**config.mk**
```make
export PLATFORM = sky130hd
export DESIGN_NAME = watchdog_spi_command_sequencer
export DESIGN_NICKNAME = d
export VERILOG_FILES = /design/src/hdl/wscs_pkg.sv /design/src/hdl/wscs_useq.sv /design/src/hdl/watchdog_spi_command_sequencer.sv
export SDC_FILE = /design/constraint.sdc
export NUM_CORES = 1
export LEC_CHECK = 0
export ABC_AREA = 0
export BUFFER_PORTS_ARGS = -buffer_cell sky130_fd_sc_hd__buf_2
export CORE_MARGIN = 2
export CORE_UTILIZATION = 40
export CTS_CLUSTER_DIAMETER = 30
export DETAILED_ROUTE_END_ITERATION = 6
export SLEW_MARGIN = 10
export SYNTH_ARGS = -nofsm -noshare
export SYNTH_HDL_FRONTEND = slang
export SYNTH_SLANG_ARGS = --single-unit
```
**constraint.sdc**
```tcl
create_clock -name aclk -period 3.21 [get_ports aclk]
set_input_delay 0.321 -clock aclk [delete_from_list [all_inputs] [get_ports aclk]]
set_output_delay 0.321 -clock aclk [all_outputs]
set_load 0.03 [all_outputs]
```
**src/hdl/wscs_pkg.sv**
```systemverilog
// Shared types, codes and the microcode store of the watchdog SPI command sequencer.
// Used by wscs_useq and watchdog_spi_command_sequencer; depends on nothing else.
`timescale 1ns / 1ps

package wscs_pkg;

    localparam int UPC_W = 5;

    typedef logic [UPC_W-1:0] upc_addr_t;

    localparam logic CMD_TICK  = 1'b0;
    localparam logic CMD_REPLY = 1'b1;

    localparam logic [1:0] STG_SETUP   = 2'd0;
    localparam logic [1:0] STG_CHANNEL = 2'd1;
    localparam logic [1:0] STG_RUN     = 2'd2;

    localparam upc_addr_t ADDR_SETUP   = 5'd0;
    localparam upc_addr_t ADDR_DIAG    = 5'd10;
    localparam upc_addr_t ADDR_HB_A    = 5'd25;
    localparam upc_addr_t ADDR_HB_B    = 5'd27;
    localparam upc_addr_t ADDR_CHANNEL = 5'd29;

    localparam logic [15:0] ROT_CMD_RESET = 16'h011F;
    localparam logic [15:0] ROT_CMD_READ  = 16'h0F00;

    typedef enum logic [1:0] {
        SRC_CONST,
        SRC_ROT_CMD,
        SRC_ROT_VAL
    } word_src_t;

    typedef enum logic [1:0] {
        SEQ_NEXT,
        SEQ_END,
        SEQ_ROT,
        SEQ_HB
    } seq_op_t;

    typedef struct packed {
        word_src_t   src;
        logic [15:0] data;
        logic        frame_start;
        logic        frame_end;
        seq_op_t     seq;
    } ctrl_word_t;

    typedef struct packed {
        logic      valid;
        upc_addr_t entry;
        logic      do_rot;
        logic      hb_a;
        logic      hb_b;
    } wscs_start_t;

    typedef enum logic {
        ST_IDLE,
        ST_RUN
    } useq_state_t;

    function automatic ctrl_word_t cw(input word_src_t src, input logic [15:0] data,
                                      input logic fs, input logic fe, input seq_op_t seq);
        ctrl_word_t w;
        w.src         = src;
        w.data        = data;
        w.frame_start = fs;
        w.frame_end   = fe;
        w.seq         = seq;
        return w;
    endfunction

    // Setup, diagnostic, rotating/status, heartbeat and channel-group programs.
    function automatic ctrl_word_t wscs_ucode(input upc_addr_t addr);
        ctrl_word_t w;
        w = cw(SRC_CONST, 16'h0000, 1'b0, 1'b0, SEQ_NEXT);
        case (addr)
            5'd0:  w = cw(SRC_CONST, 16'h0F1A, 1'b1, 1'b0, SEQ_NEXT);
            5'd1:  w = cw(SRC_CONST, 16'h0082, 1'b0, 1'b1, SEQ_NEXT);
            5'd2, 5'd4, 5'd6, 5'd8:
                   w = cw(SRC_CONST, 16'h0F1D, 1'b1, 1'b0, SEQ_NEXT);
            5'd3, 5'd5, 5'd7, 5'd9:
                   w = cw(SRC_CONST, 16'h04F0, 1'b0, 1'b1, SEQ_NEXT);
            5'd10: w = cw(SRC_CONST, 16'h835F, 1'b1, 1'b0, SEQ_NEXT);
            5'd11, 5'd12, 5'd13, 5'd14, 5'd15, 5'd16, 5'd17:
                   w = cw(SRC_CONST, 16'h0000, 1'b0, 1'b0, SEQ_NEXT);
            5'd18: w = cw(SRC_CONST, 16'h0000, 1'b0, 1'b1, SEQ_ROT);
            5'd19: w = cw(SRC_ROT_CMD, 16'h0000, 1'b1, 1'b0, SEQ_NEXT);
            5'd20: w = cw(SRC_ROT_VAL, 16'h0000, 1'b0, 1'b1, SEQ_NEXT);
            5'd21: w = cw(SRC_CONST, 16'h0B01, 1'b1, 1'b0, SEQ_NEXT);
            5'd22, 5'd23:
                   w = cw(SRC_CONST, 16'h0000, 1'b0, 1'b0, SEQ_NEXT);
            5'd24: w = cw(SRC_CONST, 16'h1FC0, 1'b0, 1'b1, SEQ_HB);
            5'd25: w = cw(SRC_CONST, 16'h0F14, 1'b1, 1'b0, SEQ_NEXT);
            5'd26: w = cw(SRC_CONST, 16'h3A20, 1'b0, 1'b1, SEQ_END);
            5'd27: w = cw(SRC_CONST, 16'h0F14, 1'b1, 1'b0, SEQ_NEXT);
            5'd28: w = cw(SRC_CONST, 16'h3E20, 1'b0, 1'b1, SEQ_END);
            5'd29: w = cw(SRC_CONST, 16'h0F52, 1'b1, 1'b0, SEQ_NEXT);
            5'd30: w = cw(SRC_CONST, 16'h7575, 1'b0, 1'b0, SEQ_NEXT);
            5'd31: w = cw(SRC_CONST, 16'h0055, 1'b0, 1'b1, SEQ_END);
            default: w = cw(SRC_CONST, 16'h0000, 1'b0, 1'b0, SEQ_END);
        endcase
        return w;
    endfunction

endpackage

```
**src/hdl/wscs_useq.sv**
```systemverilog
// Microcoded word sequencer: step counter, control-word decode and output register.
// Depends on wscs_pkg for the control word format and the microcode store.
`timescale 1ns / 1ps

module wscs_useq (
    input  logic                 aclk,
    input  logic                 aresetn,
    input  wscs_pkg::wscs_start_t start,
    input  logic [15:0]          rot_command,
    input  logic [15:0]          rot_value,
    output logic                 busy,
    output logic                 m_valid,
    input  logic                 m_ready,
    output logic [15:0]          m_tx_word,
    output logic                 m_frame_start,
    output logic                 m_frame_end,
    output logic                 m_run_last
);
    import wscs_pkg::*;

    useq_state_t state_reg, state_next;
    upc_addr_t   pc_reg, pc_next;
    logic        do_rot_reg, hb_a_reg, hb_b_reg;
    logic        m_valid_reg, m_valid_next;
    logic [15:0] word_reg;
    logic        fs_reg, fe_reg, last_reg;

    ctrl_word_t  cw_cur;
    logic [15:0] word_sel;
    logic        is_last;
    upc_addr_t   hb_target;
    logic        load;

    assign cw_cur    = wscs_ucode(pc_reg);
    assign load      = (state_reg == ST_RUN) && (!m_valid_reg || m_ready);
    assign hb_target = hb_a_reg ? ADDR_HB_A : ADDR_HB_B;

    always_comb begin
        case (cw_cur.src)
            SRC_ROT_CMD: word_sel = rot_command;
            SRC_ROT_VAL: word_sel = rot_value;
            default:     word_sel = cw_cur.data;
        endcase
    end

    always_comb begin
        is_last = 1'b0;
        pc_next = pc_reg + 5'd1;
        case (cw_cur.seq)
            SEQ_NEXT: begin
                is_last = 1'b0;
            end
            SEQ_END: begin
                is_last = 1'b1;
            end
            SEQ_ROT: begin
                if (!do_rot_reg) begin
                    pc_next = hb_target;
                    is_last = !hb_a_reg && !hb_b_reg;
                end
            end
            SEQ_HB: begin
                pc_next = hb_target;
                is_last = !hb_a_reg && !hb_b_reg;
            end
            default: begin
                is_last = 1'b1;
            end
        endcase
    end

    always_comb begin
        state_next = state_reg;
        case (state_reg)
            ST_IDLE: begin
                if (start.valid) begin
                    state_next = ST_RUN;
                end
            end
            ST_RUN: begin
                if (load && is_last) begin
                    state_next = ST_IDLE;
                end
            end
            default: state_next = ST_IDLE;
        endcase
    end

    always_comb begin
        m_valid_next = m_valid_reg;
        if (load) begin
            m_valid_next = 1'b1;
        end else if (m_ready) begin
            m_valid_next = 1'b0;
        end
    end

    always_ff @(posedge aclk) begin
        if (!aresetn) begin
            state_reg   <= ST_IDLE;
            m_valid_reg <= 1'b0;
            pc_reg      <= ADDR_SETUP;
            do_rot_reg  <= 1'b0;
            hb_a_reg    <= 1'b0;
            hb_b_reg    <= 1'b0;
        end else begin
            state_reg   <= state_next;
            m_valid_reg <= m_valid_next;
            if ((state_reg == ST_IDLE) && start.valid) begin
                pc_reg     <= start.entry;
                do_rot_reg <= start.do_rot;
                hb_a_reg   <= start.hb_a;
                hb_b_reg   <= start.hb_b;
            end else if (load) begin
                pc_reg <= pc_next;
            end
        end
    end

    always_ff @(posedge aclk) begin
        if (load) begin
            word_reg <= word_sel;
            fs_reg   <= cw_cur.frame_start;
            fe_reg   <= cw_cur.frame_end;
            last_reg <= is_last;
        end
    end

    assign busy          = (state_reg == ST_RUN);
    assign m_valid       = m_valid_reg;
    assign m_tx_word     = word_reg;
    assign m_frame_start = fs_reg;
    assign m_frame_end   = fe_reg;
    assign m_run_last    = last_reg;

endmodule

```
**src/hdl/watchdog_spi_command_sequencer.sv**
```systemverilog
// Top level of the watchdog SPI command sequencer: service state and reply handling.
// Depends on wscs_pkg and instantiates wscs_useq, which emits the frame words.
// The input channel (s_valid/s_ready) carries either a service tick (s_cmd low) or a
// rotating diagnostic reply (s_cmd high, with s_reply_word and s_reply_count).
// A reply transaction updates the rotating command state and produces no words.
// A tick transaction produces a run of 16-bit words on the result channel
// (m_valid/m_ready), each tagged with frame start, frame end and a run-last flag.
// The first tick produces 25 words, the second 3, and later ticks 9 to 17.
// Accepting a tick loads the microcode step counter, and the first word is then registered
// in the output register; one word follows per cycle while m_ready stays high, as the
// microcode step counter advances one step per word loaded into the output register.
// s_ready is low while a run is in progress and rises once the last word sits in
// the output register, so the next transaction can be taken while it waits.
// A stall on m_ready holds the current word and the step counter in place.
// Synchronous reset returns the block to its first startup stage with the
// rotating command at its default, no diagnostic pending and no word presented.
`timescale 1ns / 1ps

module watchdog_spi_command_sequencer (
    input  logic        aclk,
    input  logic        aresetn,
    input  logic        s_valid,
    output logic        s_ready,
    input  logic        s_cmd,
    input  logic [15:0] s_reply_word,
    input  logic [4:0]  s_reply_count,
    output logic        m_valid,
    input  logic        m_ready,
    output logic [15:0] m_tx_word,
    output logic        m_frame_start,
    output logic        m_frame_end,
    output logic        m_run_last
);
    import wscs_pkg::*;

    logic [1:0]  stage_reg, stage_next;
    logic [1:0]  diag_cnt_reg, diag_cnt_next;
    logic [4:0]  hb_cnt_reg, hb_cnt_next;
    logic        pending_reg, pending_next;
    logic [15:0] rot_cmd_reg, rot_cmd_next;
    logic [15:0] rot_val_reg, rot_val_next;

    logic        busy;
    logic        accept;
    logic [1:0]  diag_inc;
    logic [4:0]  hb_inc;
    logic        rot_due;
    wscs_start_t start;

    function automatic logic [15:0] protect_bits(input logic [15:0] r);
        logic [5:0] w;
        logic       all5;
        logic       eq45;
        w    = r[5:0];
        all5 = &w[4:0];
        eq45 = ~(w[4] ^ w[5]);
        return {10'b0, w[4:0], all5 ^ eq45};
    endfunction

    assign s_ready  = !busy;
    assign accept   = s_valid && s_ready;
    assign diag_inc = diag_cnt_reg + 2'd1;
    assign hb_inc   = hb_cnt_reg + 5'd1;
    assign rot_due  = (diag_inc == 2'd0) && !pending_reg;

    always_comb begin
        stage_next    = stage_reg;
        diag_cnt_next = diag_cnt_reg;
        hb_cnt_next   = hb_cnt_reg;
        pending_next  = pending_reg;
        rot_cmd_next  = rot_cmd_reg;
        rot_val_next  = rot_val_reg;
        start         = '0;
        if (accept) begin
            if (s_cmd == CMD_REPLY) begin
                pending_next = 1'b0;
                if (s_reply_count >= 5'd2) begin
                    if (rot_cmd_reg[11:8] == 4'h1) begin
                        rot_val_next = protect_bits(s_reply_word);
                        rot_cmd_next = ROT_CMD_READ;
                    end else begin
                        rot_cmd_next = ROT_CMD_RESET;
                    end
                end
            end else begin
                start.valid = 1'b1;
                case (stage_reg)
                    STG_SETUP: begin
                        start.entry  = ADDR_SETUP;
                        start.do_rot = !pending_reg;
                        pending_next = 1'b1;
                        stage_next   = STG_CHANNEL;
                    end
                    STG_CHANNEL: begin
                        start.entry = ADDR_CHANNEL;
                        stage_next  = STG_RUN;
                    end
                    default: begin
                        start.entry   = ADDR_DIAG;
                        start.do_rot  = rot_due;
                        start.hb_a    = (hb_inc == 5'd30);
                        start.hb_b    = (hb_inc == 5'd31);
                        diag_cnt_next = diag_inc;
                        if (rot_due) begin
                            pending_next = 1'b1;
                        end
                        hb_cnt_next = (hb_inc == 5'd31) ? 5'd0 : hb_inc;
                    end
                endcase
            end
        end
    end

    always_ff @(posedge aclk) begin
        if (!aresetn) begin
            stage_reg    <= STG_SETUP;
            diag_cnt_reg <= 2'd0;
            hb_cnt_reg   <= 5'd0;
            pending_reg  <= 1'b0;
            rot_cmd_reg  <= ROT_CMD_RESET;
            rot_val_reg  <= 16'h0000;
        end else begin
            stage_reg    <= stage_next;
            diag_cnt_reg <= diag_cnt_next;
            hb_cnt_reg   <= hb_cnt_next;
            pending_reg  <= pending_next;
            rot_cmd_reg  <= rot_cmd_next;
            rot_val_reg  <= rot_val_next;
        end
    end

    wscs_useq u_useq (
        .aclk          (aclk),
        .aresetn       (aresetn),
        .start         (start),
        .rot_command   (rot_cmd_reg),
        .rot_value     (rot_val_reg),
        .busy          (busy),
        .m_valid       (m_valid),
        .m_ready       (m_ready),
        .m_tx_word     (m_tx_word),
        .m_frame_start (m_frame_start),
        .m_frame_end   (m_frame_end),
        .m_run_last    (m_run_last)
    );

endmodule
```
; ---- Word level (Yosys, flattened, before mapping)
; Memories as Yosys holds them, arrays and structs flattened. A register that Yosys moved wholly into a read port is not among the register bits.
; Cells that the tools add are included.
[op_classes]
add_sub_neg = 3
n_lt_le_gt_ge = 1
eq_ne = 10
muxes = 26
n_bitwise = 6
n_reduce_logical = 26
[op_table]
columns = operator, count
row1 = 16-bit case mux with 2 select lines, 1
row2 = 5-bit two-way mux, 6
row3 = 5-bit case mux with 2 select lines, 2
row4 = 9-bit two-way mux, 2
row5 = 12-bit two-way mux, 1
row6 = 3-bit AND reduction, 4
row7 = 5-bit by 1-bit adder with 5-bit output (second input constant), 2
row8 = 5-bit == test (second input constant), 2
row9 = 1-bit two-way mux, 7
row10 = 2-bit by 1-bit == test with 1-bit output (second input constant), 3
row11 = 2-bit == test (second input constant), 3
row12 = 1-bit logical AND, 6
row13 = 2-bit logical NOT, 3
row14 = 1-bit case mux with 2 select lines, 3
row15 = 2-bit nonzero test, 3
row16 = 5-bit by 2-bit greater-or-equal comparator with 1-bit output (second input constant), 1
row17 = 1-bit logical NOT, 5
row18 = 5-bit AND reduction, 1
row19 = 4-bit by 1-bit == test with 1-bit output (second input constant), 1
row20 = 2-bit two-way mux, 2
row21 = 1-bit inverter, 4
row22 = 1-bit case mux with 4 select lines, 1
row23 = 2-bit case mux with 2 select lines, 1
row24 = 4-bit AND reduction, 1
row25 = 6 further kinds, 7
[totals]
register_bits = 61
romBits = 704
in_bits = 26
out_inout_bits = 21
elab_cells = 89
n_memories = 1
[memory_table]
columns = memory, words, width, rd, rd_clocked_by_memory_dff, wr, line
row1 = (no name shown), 32, 22, 1, 1, 0, wscs_pkg.sv:76  ; case (addr)

; ---- Depth between registers and ports, before layout
; Gate-level depths: netlist of run 1.
[logic_depth]
word_depth = 10
ltp_mapped = 11
mapped_depth_nobuf = 9

; ---- Modules after synthesis
; From an unflattened synthesis of run 1, not the netlist that was laid out.
[unflattened]
hier_cells = 374
hier_area_um2 = 3493.4
[by_module_without_submodules]
columns = mod, n_inst, cells_each, area_per_inst_um2, seq_area_each_um2
row1 = wscs_useq, 1, 267, 2543.7, 1211.2
row2 = watchdog_spi_command_sequencer, 1, 107, 949.7, 360.3

; ---- Worst setup path before layout of run 1
; Ideal clock, no wire load.
[synth_path]
path_kind = reg2reg
from = register u_useq.state_reg, in the netlist u_useq.busy
to = register, netlist name u_useq.cw_cur[12]
setup_time_ns = 0.075
arrival_time_ns = 3.229
t_required_ns = 3.135
setup_slack_ns = -0.095
stages_incl_launch_ff = 11
path_buffers = 1
period_less_slack_ns = 3.305
cell_sequence = dfxtp_1 > buf_6 > clkinv_1 > nor2_1 > a31oi_1 > nand2_1 > inv_1 > ha_1 > mux2_2 > mux2_2 > o22ai_1
[synth_via]
elab_chain_cells = 7
elab_cells_between_ends = 10
classes_between = mux (4) / bitwise (1) / reduce/logical (5)
[synth_lines]
columns = item, line
row1 = from (decl), wscs_useq.sv:21  ; useq_state_t state_reg, state_next;
row2 = from (signal assigned), wscs_useq.sv:107  ; state_reg <= state_next;
row3 = 1-bit logical NOT *, watchdog_spi_command_sequencer.sv:60  ; assign s_ready = !busy;
row4 = net s_ready, watchdog_spi_command_sequencer.sv:23  ; output logic s_ready,
row5 = 1-bit logical AND *, watchdog_spi_command_sequencer.sv:61  ; assign accept = s_valid && s_ready;
row6 = 9-bit two-way mux *, watchdog_spi_command_sequencer.sv:74  ; if (accept) begin
row7 = 1-bit logical AND, wscs_useq.sv:109  ; if ((state_reg == ST_IDLE) && start.valid) begin
row8 = 5-bit two-way mux or 2-bit nonzero test (tied branches), --
row9 = 5-bit two-way mux (no source line) * (2 in series), --
; The timed path passes the listed nets; every way through them passes the cells marked *.
; A chain may end at the register's enable or synchronous reset.

; ---- Worst setup path after layout of run 1
[layout_path]
from = register u_useq.state_reg, in the netlist u_useq.busy
to = register, netlist name u_useq.cw_cur[12]
[layout_via]
elab_chain_cells = 7
elab_cells_between_ends = 10
classes_between = mux (4) / bitwise (1) / reduce/logical (5)
[layout_lines]
columns = item, line
row1 = 1-bit logical NOT, watchdog_spi_command_sequencer.sv:60
row2 = 1-bit logical AND, watchdog_spi_command_sequencer.sv:61
row3 = 9-bit two-way mux, watchdog_spi_command_sequencer.sv:74
row4 = 1-bit logical AND, wscs_useq.sv:109
row5 = 5-bit two-way mux or 2-bit nonzero test (tied branches), --
row6 = 5-bit two-way mux (no source line) * (2 in series), --
; Every way passes the cells marked *; elsewhere a longest branch is shown, timed or not.

==> results summary, run 1 <==
The flow ran to the end, and the final reports show no timing, DRC or antenna violations. The first global-routing pass estimated ~12 mm of wire. The count of buffer and inverter cells on the critical path is 2. Using the TritonRoute via totals, the vias-per-cell ratio works out to about 5.4. The number of max-cap violations is 0. The post-synthesis register bit count is ~70. Counting stages on the worst path, the most repeated cell is mux2_2. STA classifies the critical path startpoint as a flip-flop.

The number of flip-flops under the largest register name came out at 22. The combined area of the multi-input logic cells came out at between 0.0015 and 0.002 mm2. The number of nets in the synthesized netlist came out at ~380. The count of warnings emitted by yosys is 0. The share of the clock period used by the worst path is 87.4%. The longest clock path from root to sink contains 2 buffers. The root buffer selected by CTS is clkbuf_8. The sequential cell area fraction in the yosys report came out at 46.8%. STA classifies the critical path endpoint as a flip-flop.

The clock share of power is about a third. The area of the mapped netlist is about 0.0034 mm2. Post-CTS timing repair inserted 0 buffers for setup. The number of inserted diodes is 0.

The height of the chip is approximately 96 um. The net load switching power came out at around 0.00053 W. The number of gates resized after cts came out at 0.

The endpoint required time on the critical path is between 3 and 4 ns. The proportion of power drawn by combinational gates came out at 15.5%. The area of the die is between 0.009 and 0.01 mm2.

The number of antenna violations at the first check in global routing is 0. The cell family contributing the most delay on the critical path is simple AND/OR/NAND/NOR gates. The layout overhead on the synthesized area came out at 14.9%. The number of nets in the finished design came out at around 420. The relative contribution of sequential cells to total power came out at 52.1%. The average size of a mapped cell is 9.96 um2.

The detailed-router iteration count before antenna repair is 5. The total overflow left after global routing is 0. The mean routed wirelength per cell is about 15 um. The total global routing track utilization came out at roughly 17%. The number of DRC violations after detailed-routing iteration 0 came out at 177.

Hold timing on the final database bottoms out at a slack of 0.236 ns. The largest net degree at the start of global routing is 24. The row count is 33. In the layout the commonest cells are 50 x dfxtp_1, 36 x nand2_1, 35 x buf_2. The flip-flop cell with the highest count after synthesis is dfxtp_1. The congestion estimate from routability-driven global placement came to 0.921. The arrival time at the worst endpoint came out at between 3 and 4 ns. The count of hold-fix buffers inserted at cts came out at 0.

Derived from the worst setup path, the maximum achievable clock frequency is 356 MHz. The via count came out at about 2600. The insertion delay to the later sink of the worst-skew pair came out at about 0.34 ns. At the pin with the least slew margin, the transition time is 0.658 ns. Yosys mapped the design onto between 70 and 80 distinct sky130hd cell types. For this run, design rule violations remaining after detail routing come to 0. The number of hold-slack violations in the final timing report came out at 0. Buffers placed on the I/O ports in this run total 35.

The cell leakage power is roughly 1.6 nW. Cells fill between 40 and 50% of the core in the end. The proportion of layout cells with a drive suffix above 1 came out at 21.7%. The detailed-placement wirelength estimate came out at a little over 5 mm. The instance area at placement is 0.00369 mm2. CTS built an H-tree with a depth of 3. The biggest cell delay along the critical path came out at between 0.4 and 0.5 ns. The worst relative slew slack came out at a little under three fifths.

The minimum setup slack after placement came out at approximately 0.25 ns. In the final layout, flip-flops and latches occupy 0.00157 mm2. The count of nets left with antenna violations after detail routing is 0. The cell count after synthesis came out at about 340.

After synthesis, the share of flip-flops with an asynchronous set or reset is 0%. The switching fraction of total power is between 20% and 30%. The initial core utilization came out at 41.0%. The post-layout instance area came out at 0.00386 mm2. The number of flops mapped to enable cells by yosys came out at 19. The most frequent standard cell in the layout excluding fill and tap cells is dfxtp_1.

The setup path with the least slack is of type reg -> reg. In the final timing run, aggregate negative setup slack is 0 ns. The number of clock sinks is 69. The I/O pin count is 47. The number of filler instances in the final layout came out at 778. The critical path goes through or3b_1 -> buf_4 -> a221oi_1 -> a31oi_1 -> nand2_1 -> inv_1 -> ha_1 -> mux2_2 -> mux2_2 -> o22ai_1.

The number of global-route vias before repair is 2498. The floorplan die width came out at between 90 and 100 um. The CTS tree is yes. The time the worst path needs with I/O delays and setup is ~2.8 ns. The worst hold path belongs to the class in -> reg. The core region is 0.00818 mm2. The clock tree skew after final layout came out at about 0.0089 ns. The maximum fanout along the worst path came out at 7. The internal power consumption is around 0.0013 W. Counting the buffers created by CTS gives 9. Setup repair after global routing left no endpoint under its margin. The post-layout worst setup margin is 0.403 ns. For this design the ratio of total power to cell area is slightly below 500 mW/mm2. The final layout contains routed wiring with a total length of between 7 and 8 mm.

The clock transition at the register clock pins on the worst setup and hold paths after CTS is ~0.07 ns. The final setup violation count is 0. The number of pins exceeding their max-slew limit in the final report came out at 0. IR analysis of the VDD net gives a maximum drop of between 200 and 250 uV.

On the critical path, the stage with the largest delay is an instance of or3b_1.
cells by family (layout without fill, tap and decap cells):
kind of cell               Yosys count  count (layout)  share of synthesized area (%)
and+or+nand+nor                    117             117                           18.8
AOI/OAI and AO/OA                   82              82                           17.7
DFF                                 69              69                           46.8
buffers and inverters               30              80                           4.06
muxes                               19              19                           5.82
adders and majority gates           14              14                           5.22
xor gates and xnor gates             6               6                           1.57
synth_stat cells, drive strengths merged (4+ instances only):
library cell  instances  area (um2)
nor3                  6        46.3
nor2                 34         128
mux2i                15         150
a21oi                16        83.8
o22ai                 4        31.3
inv                  13        48.8
and2                 11        71.3
buf                   8        53.8
dfxtp                50        1000
ha                   14         175
nand3                 7        47.6
clkbuf                7        26.3
a31oi                 8        56.3
nand2                37         146
mux2                  4        45.0
o21ai                21         105
edfxtp               19         571
metal layers:
| metal | track usage [%] | routed length, um | part of all wire (%) | vias up |
|---|---|---|---|---|
| li1 | - | - | - | 1316 |
| met1 | 22.9 | 3410 | 47 | 1223 |
| met2 | 26.3 | 3210 | 44 | 82 |
| met3 | 4.43 | 407 | 5.6 | 23 |
| met4 | 6.90 | 189 | 2.6 | 0 |
| met5 | 0 | 0 | 0 | - |
through the flow:
stage / std cells / total power, W
2_1_floorplan: 337 / 0.00120
3_3_place_gp: 476 / 0.00128
3_5_place_dp: 476 / 0.00128
4_1_cts: 492 / 0.00189
5_1_grt: 492 / 0.00197
6_report: 492 / 0.00187
power by group through the flow:
stage          Sequential [W]  Clock, W  Combinational (W)
2_1_floorplan         0.00102         0           0.000181
3_3_place_gp         0.000995         0           0.000285
3_5_place_dp         0.000995         0           0.000288
6_report             0.000976  0.000607           0.000289
5_1_grt              0.000981  0.000669           0.000319
4_1_cts              0.000976  0.000624           0.000290
path summary, 6_finish.rpt:
kind	from	endpoint	slack, ns	depth (start not counted)
hold / removal	s_reply_word[1]	rot_val_reg[2]$_SDFFE_PN0P_	0.24	3
setup reg to reg	u_useq.busy$_SDFF_PN0_	u_useq.cw_cur[12]$_DFF_P_	0.40	10
setup / recovery	u_useq.busy$_SDFF_PN0_	u_useq.cw_cur[12]$_DFF_P_	0.40	10
hold reg to reg	u_useq.cw_cur[3]$_DFF_P_	u_useq.m_frame_start$_DFFE_PP_	0.42	0
cell type report:
cell class              instances  share of cell area [%]
well taps                     105                    3.41
inverters                      15                    1.46
flip-flops and latches         69                    40.8
clock buffers                   9                    3.21
multi-input cells             238                    42.8
clock inverters                 7                    1.10
repair buffers                 49                    7.27
worst min-delay path, delay by kind of cell:
| kind | cells | cell delay [ns] |
|---|---|---|
| muxes | 1 | 0.06 |
| buffers and inverters | 1 | 0.09 |
| and+or+nand+nor | 1 | 0.07 |
No activity file was read; power rests on OpenSTA's default activity.
==> run 2: changes to the inputs <==
Clock period 3.21 ns to 2.6 ns, I/O delays scaled along.
==> results summary, run 2 (synthesis results as in run 1) <==
The worst-case IR drop observed on VDD is 290 uV. The number of flip-flops under the largest register name is 22. The number of DRC violations after detailed-routing iteration 0 is 244. The maximum fanout along the worst path came out at 16. The core occupancy in the finished layout came out at ~50%.

The insertion delay to the later sink of the worst-skew pair is between 0.3 and 0.4 ns. The number of antenna violations at the first check in global routing came out at 0. The clock buffer count from CTS came out at 9. Cells with a size suffix above 1 make up 26.9% of the layout. The mean routed wirelength per cell is roughly 15 um. The floorplan die width came out at ~96 um. The routed design has 7.42 mm of wire. The number of pins exceeding their max-slew limit in the final report came out at 0.

TritonCTS built the clock tree. The mean number of vias per cell is 5.24. For the finished layout, the period the worst path requires is 2.49 ns. The endpoint required time on the critical path is 2.83 ns. The first detailed-routing pass ran for 6 iterations. The count of nets left with antenna violations after detail routing came out at 0. STA classifies the critical path endpoint as a flip-flop. The maximum buffer depth of the clock tree is 2. The total core area is 0.00818 mm2. For this run, design rule violations remaining after detail routing come to 0. The slowest stage cell on the critical path is dfxtp_1.

The number of global-route vias before repair was 2472. The I/O pin count came out at 47. The class of the tightest hold or removal check is in -> reg. The area of the die is approximately 0.0091 mm2. Post-CTS timing repair inserted 0 buffers for setup. The number of filler instances in the final layout is about 770. The number of nets in the finished design came out at 440. The global-route wire length before repair is around 12 mm. Traced cell by cell, the critical path runs through ha_1 -> xor2_1 -> o2111ai_1 -> a31o_2 -> inv_1 -> and2_1 -> mux2i_1 -> mux2_2. The worst relative slew slack came out at between 50% and 60%. Across all setup checks in the final design, the least slack found is about 0.11 ns.

The biggest cell delay along the critical path is 0.43 ns. The tool flagged a number of max-cap violations equal to 0. The number of port buffers is 35. The clock tree skew after final layout came out at approximately 0.0082 ns. After legalization and detailed placement, the total HPWL measured 5.30 mm. The cell leakage power is between 1.5 and 2 nW. The slew at the pin with the worst max-slew slack came out at roughly 0.66 ns. The run finished with clean final reports. The total global routing track utilization came out at between 15 and 20%. The final setup violation count came out at 0.

The tree is rooted in a clkbuf_8. Timing would allow up to about 400 MHz. The row count is 33. The number of inserted diodes came out at 0. The clock transition at the register clock pins on the worst setup and hold paths after CTS is 0.08 ns. On the critical path the largest part of the delay comes from compound AO/OA/AOI/OAI gates. At the placement stage, the worst setup path has a slack of 0.0432 ns. The initial core utilization came out at between 40 and 50%. Power spread over the standard cell area amounts to roughly 650 mW/mm2. In this run the critical register-to-register path is launched from u_useq.pc_reg[1]$_SDFFE_PN0N_. The top cell types in the final layout, fill and taps aside, are 50 x dfxtp_1, 36 x nand2_1, 35 x buf_2.

The total grt overflow is 0. The total power of the final layout came out at roughly 0.0027 W. The critical path launch point type is a flip-flop. The most frequent standard cell in the layout excluding fill and tap cells is dfxtp_1. The number of hold-slack violations in the final timing report came out at 0. STA puts the critical path data arrival time at 2.72 ns.

The number of buffers and inverters on the critical path is 1. The startpoint of the most critical hold path is s_reply_word[3]. The worst setup path is of the reg -> reg kind. The worst setup path startpoint is u_useq.pc_reg[1]$_SDFFE_PN0N_. The maximum level of the CTS H-tree is 3. The height of the chip is around 96 um. The weighted congestion at the end of routability-driven global placement is 0.901. Summing over every cut layer, the via total after detailed routing is around 2700. The largest net degree at the start of global routing is 24. The layout overhead on the synthesized area came out at 22.1%.

The share of the clock period used by the worst path is about 96%. The number of clock sinks is 69.
run 2: layout make-up:
cell class | instances | area (um2) | area share, %
repair buffers | 67 | 415 | 10.1
well taps | 105 | 131 | 3.21
flip-flops and latches | 69 | 1570 | 38.4
clock inverters | 7 | 121 | 2.96
multi-input cells | 238 | 1680 | 40.9
clock buffers | 9 | 124 | 3.02
inverters | 15 | 57.6 | 1.40
run 2: repair_timing:
item,4_1_cts,5_1_grt
hold endpoints to repair,0,0
resized for setup,0,6
setup endpoints to repair,0,3
hold buffers,0,0
run 2: routing by layer:
metal | GRT usage, % | up-vias | routed length (um)
met2 | 26.8 | 60 | 3330
met3 | 4.03 | 7 | 340
met5 | 0 | - | 0
met1 | 24.0 | 1261 | 3640
li1 | - | 1345 | -
met4 | 6.90 | 0 | 112
run 2: worst register-to-register path: stages, from the launching register on:
cell and delay (ns):
dfxtp_1 0.43, ha_1 0.27, xor2_1 0.16, o2111ai_1 0.15, a31o_2 0.29, inv_1 0.41, and2_1 0.28, mux2i_1 0.12
mux2_2 0.28
run 2: path summary, 6_finish.rpt:
path	depth (start not counted)	slack [ns]	to
setup / recovery	8	0.11	u_useq.cw_cur[15]$_DFF_P_
hold reg to reg	0	0.42	u_useq.m_frame_start$_DFFE_PP_
hold / removal	3	0.18	rot_val_reg[4]$_SDFFE_PN0P_
setup reg to reg	8	0.11	u_useq.cw_cur[15]$_DFF_P_
run 2: power by group:
| part | total, W | internal [W] | switching, W |
|---|---|---|---|
| sequential | 0.00120 | 0.00118 | 0.0000263 |
| clock | 0.00107 | 0.000642 | 0.000426 |
| combinational | 0.000398 | 0.000166 | 0.000232 |
run 2: metrics by stage:
stage	hold slack [ns]	TNS, ns	cells	area (um2)
after floorplan	0.386	0	337	3360
after global placement	0.398	0	494	3830
after detailed placement	0.405	0	494	3830
after CTS	0.162	0	510	4080
after global routing	0.176	-0.00373	510	4100
final	0.179	0	510	4100
==> run 3: changes to the inputs <==
Settings changed: CELL_PAD_IN_SITES_DETAIL_PLACEMENT set to 0, CELL_PAD_IN_SITES_GLOBAL_PLACEMENT set to 1, PLACE_DENSITY_LB_ADDON set to 0.1.
==> results summary, run 3 (synthesis results as in run 1) <==
The storage element area is between 0.0015 and 0.002 mm2. The layout has just under 800 filler cells. The insertion delay to the later sink of the worst-skew pair is 0.36 ns.

The count of hold-fix buffers inserted at cts is 0. Dividing the final minimum period by the clock period gives between 90% and 100%. The signal on the critical path passes through or3b_1 -> buf_4 -> a221oi_2 -> a31oi_1 -> nand2_1 -> ha_1 -> mux2_2 -> mux2_2 -> o22ai_1. The number of global-route vias before repair came out at between 2000 and 3000. Setup repair after global routing left no endpoint under its margin.

The row count is 33. The first detailed-routing pass ran for 4 iterations. Combinational cells account for 15.7% of the total power. The clock network is responsible for 36.4% of the overall power. The combined area of the multi-input logic cells is roughly 0.0017 mm2.

The slew at the pin with the worst max-slew slack is approximately 0.64 ns. The minimum setup slack after placement came out at approximately 0.030 ns. In this run the worst hold path is classified as in -> reg.

The root buffer selected by CTS is clkbuf_8. The number of hold-slack violations in the final timing report was 0. The met2 global-route usage came out at 27.3%.

The non-filler instance count after layout came out at approximately 510. The number of clock sinks came out at a little under 70. Buffers inserted during clock tree synthesis total 9. The met3 routing resource usage after global routing came out at 3.16%. The number of nets in the finished design came out at between 400 and 500. The total core area came out at about 0.0082 mm2. The number of antenna violations at the first check in global routing is 0.

The number of inserted diodes is 0. At the end of routability-driven placement, the weighted congestion stood at roughly 0.88. The number of max-cap violations came out at 0. The remaining routing DRC violations is 0. On the critical path, the stage with the largest delay is an instance of or3b_1. Global routing used 18.1% of the available tracks across all layers. The critical path class is reg -> reg. The highest achievable clock rate came out at approximately 400 MHz. The number of placed cells counting well taps came out at 496. Leaving out fill and tap cells, the most frequent cell in the layout is dfxtp_1. The relative contribution of sequential cells to total power came out at a little under half. Measured along the x axis, the die boundary spans roughly 96 um. The endpoint required time on the critical path is around 2.9 ns. The count of nets left with antenna violations after detail routing is 0. From synthesis to final layout, the design area changed by 21.2%. The floorplan step defined a die boundary enclosing 0.00914 mm2.

The arrival time at the worst endpoint is around 2.7 ns. The maximum level of the CTS H-tree is 3. The cell leakage power came out at between 1.5 and 2 nW. The maximum fanout along the worst path came out at 10.

Entering global routing, the biggest net connects 24 pins. The flow ran to the end, and the final reports show no timing, DRC or antenna violations. In this run the most used layer during global routing was met2. In this run, the number of DRC markers left after iteration 0 of detailed routing was 143. The worst setup path is captured at a flip-flop. The CTS tree is yes. The via count is approximately 2700.

The total power per unit cell area is ~620 mW/mm2. The final setup violation count is 0. The total wirelength of the detailed-routed design is a little under 8 mm. The first global-routing pass estimated about 12 mm of wire. The worst relative slew slack came out at a little under three fifths. From bottom edge to top edge, the die measures approximately 96 um. The number of flip-flops under the largest register name is 22. The internal power consumption came out at 0.00180 W. The number of pins exceeding their max-slew limit in the final report came to 0. The mean number of vias per cell is 5.21. The critical path's most frequent cell is mux2_2. The time the worst path needs with I/O delays and setup is ~2.4 ns. The HPWL after detailed placement is roughly 5.6 mm. The library cells used most frequently in the layout, excluding fill and tap cells, are 50 x dfxtp_1, 36 x nand2_1, 35 x buf_2, 35 x buf_4, 33 x nor2_1.

47 I/O pins were placed. The biggest cell delay along the critical path is 0.39 ns. IR analysis of the VDD net gives a maximum drop of between 200 and 300 uV. The total grt overflow came out at 0. Buffers placed on the I/O ports in this run total 35. The maximum buffer depth of the clock tree is 2. The mean routed wirelength per cell came out at roughly 15 um.

The net load switching power is roughly 0.00072 W. Clock-pin slew was measured on the worst setup and hold paths at about 0.09 ns. STA classifies the critical path startpoint as a flip-flop. The clock tree skew after final layout is between 0.01 and 0.015 ns. After routing, the total negative slack on setup checks comes to 0 ns. The post-route netlist has 27.0% of its cells at a drive strength greater than 1. The switching fraction of total power is 28.6%. Once the floorplan was initialized, standard cells occupied 41.0% of the core. Once routing completed, OpenROAD measured the worst setup slack at roughly 0.16 ns. The met1 track demand over resource came out at about a quarter.
[run 3: repair_timing]
| item | in CTS | in global routing |
|---|---|---|
| resized for setup | 0 | 4 |
| endpoints found under the setup margin | 0 | 9 |
| buffers inserted | 0 | 1 |
[run 3: final timing paths]
kind	from	end	slack (ns)	cells after the start
setup reg to reg	u_useq.busy$_SDFF_PN0_	u_useq.cw_cur[12]$_DFF_P_	0.16	9
hold reg to reg	u_useq.cw_cur[2]$_DFF_P_	u_useq.m_frame_end$_DFFE_PP_	0.41	0
hold / removal	s_reply_word[4]	rot_val_reg[5]$_SDFFE_PN0P_	0.16	3
setup / recovery	u_useq.busy$_SDFF_PN0_	u_useq.cw_cur[12]$_DFF_P_	0.16	9
[run 3: power groups by stage]
stage / clock, W / sequential, W / combinational, W
4_1_cts: 0.000937 / 0.00120 / 0.000393
6_report: 0.000917 / 0.00120 / 0.000396
2_1_floorplan: 0 / 0.00126 / 0.000225
5_1_grt: 0.000982 / 0.00121 / 0.000435
3_5_place_dp: 0 / 0.00123 / 0.000391
3_3_place_gp: 0 / 0.00123 / 0.000389
[run 3: final cells by class]
class                           instances  share of cell area [%]
Inverter                               15                    1.42
Multi-Input combinational cell        238                    40.9
Timing Repair Buffer                   70                    10.8
Clock inverter                          7                    2.00
Tap cell                              105                    3.23
Clock buffer                            9                    3.05
Sequential cell                        69                    38.6
[run 3: through the flow]
step | utilization, % | hold slack [ns] | instance area (um2) | power, W
floorplan | - | 0.386 | 3360 | 0.00148
global placement | 47.0 | 0.398 | 3850 | 0.00162
detailed placement | 47.0 | 0.392 | 3850 | 0.00162
CTS | 49.6 | 0.153 | 4050 | 0.00253
global route | 49.7 | 0.177 | 4070 | 0.00263
finish | 49.7 | 0.157 | 4070 | 0.00252
[run 3: metal layers]
metal	part of all wire [%]	vias to the layer above	wire length [um]
li1	-	1361	-
met1	50	1234	3890
met2	43	66	3340
met3	4.2	11	325
met4	1.9	0	148
met5	0	-	0
[run 3: worst max-delay path: cells and delay by family, from the launching register on]
family                     cells  cell delay (ns)
muxes                          2             0.56
and+or+nand+nor                2             0.55
AOI/OAI and AO/OA              3             0.42
DFF                            1             0.36
adders and majority gates      1             0.27
buffers and inverters          1             0.20
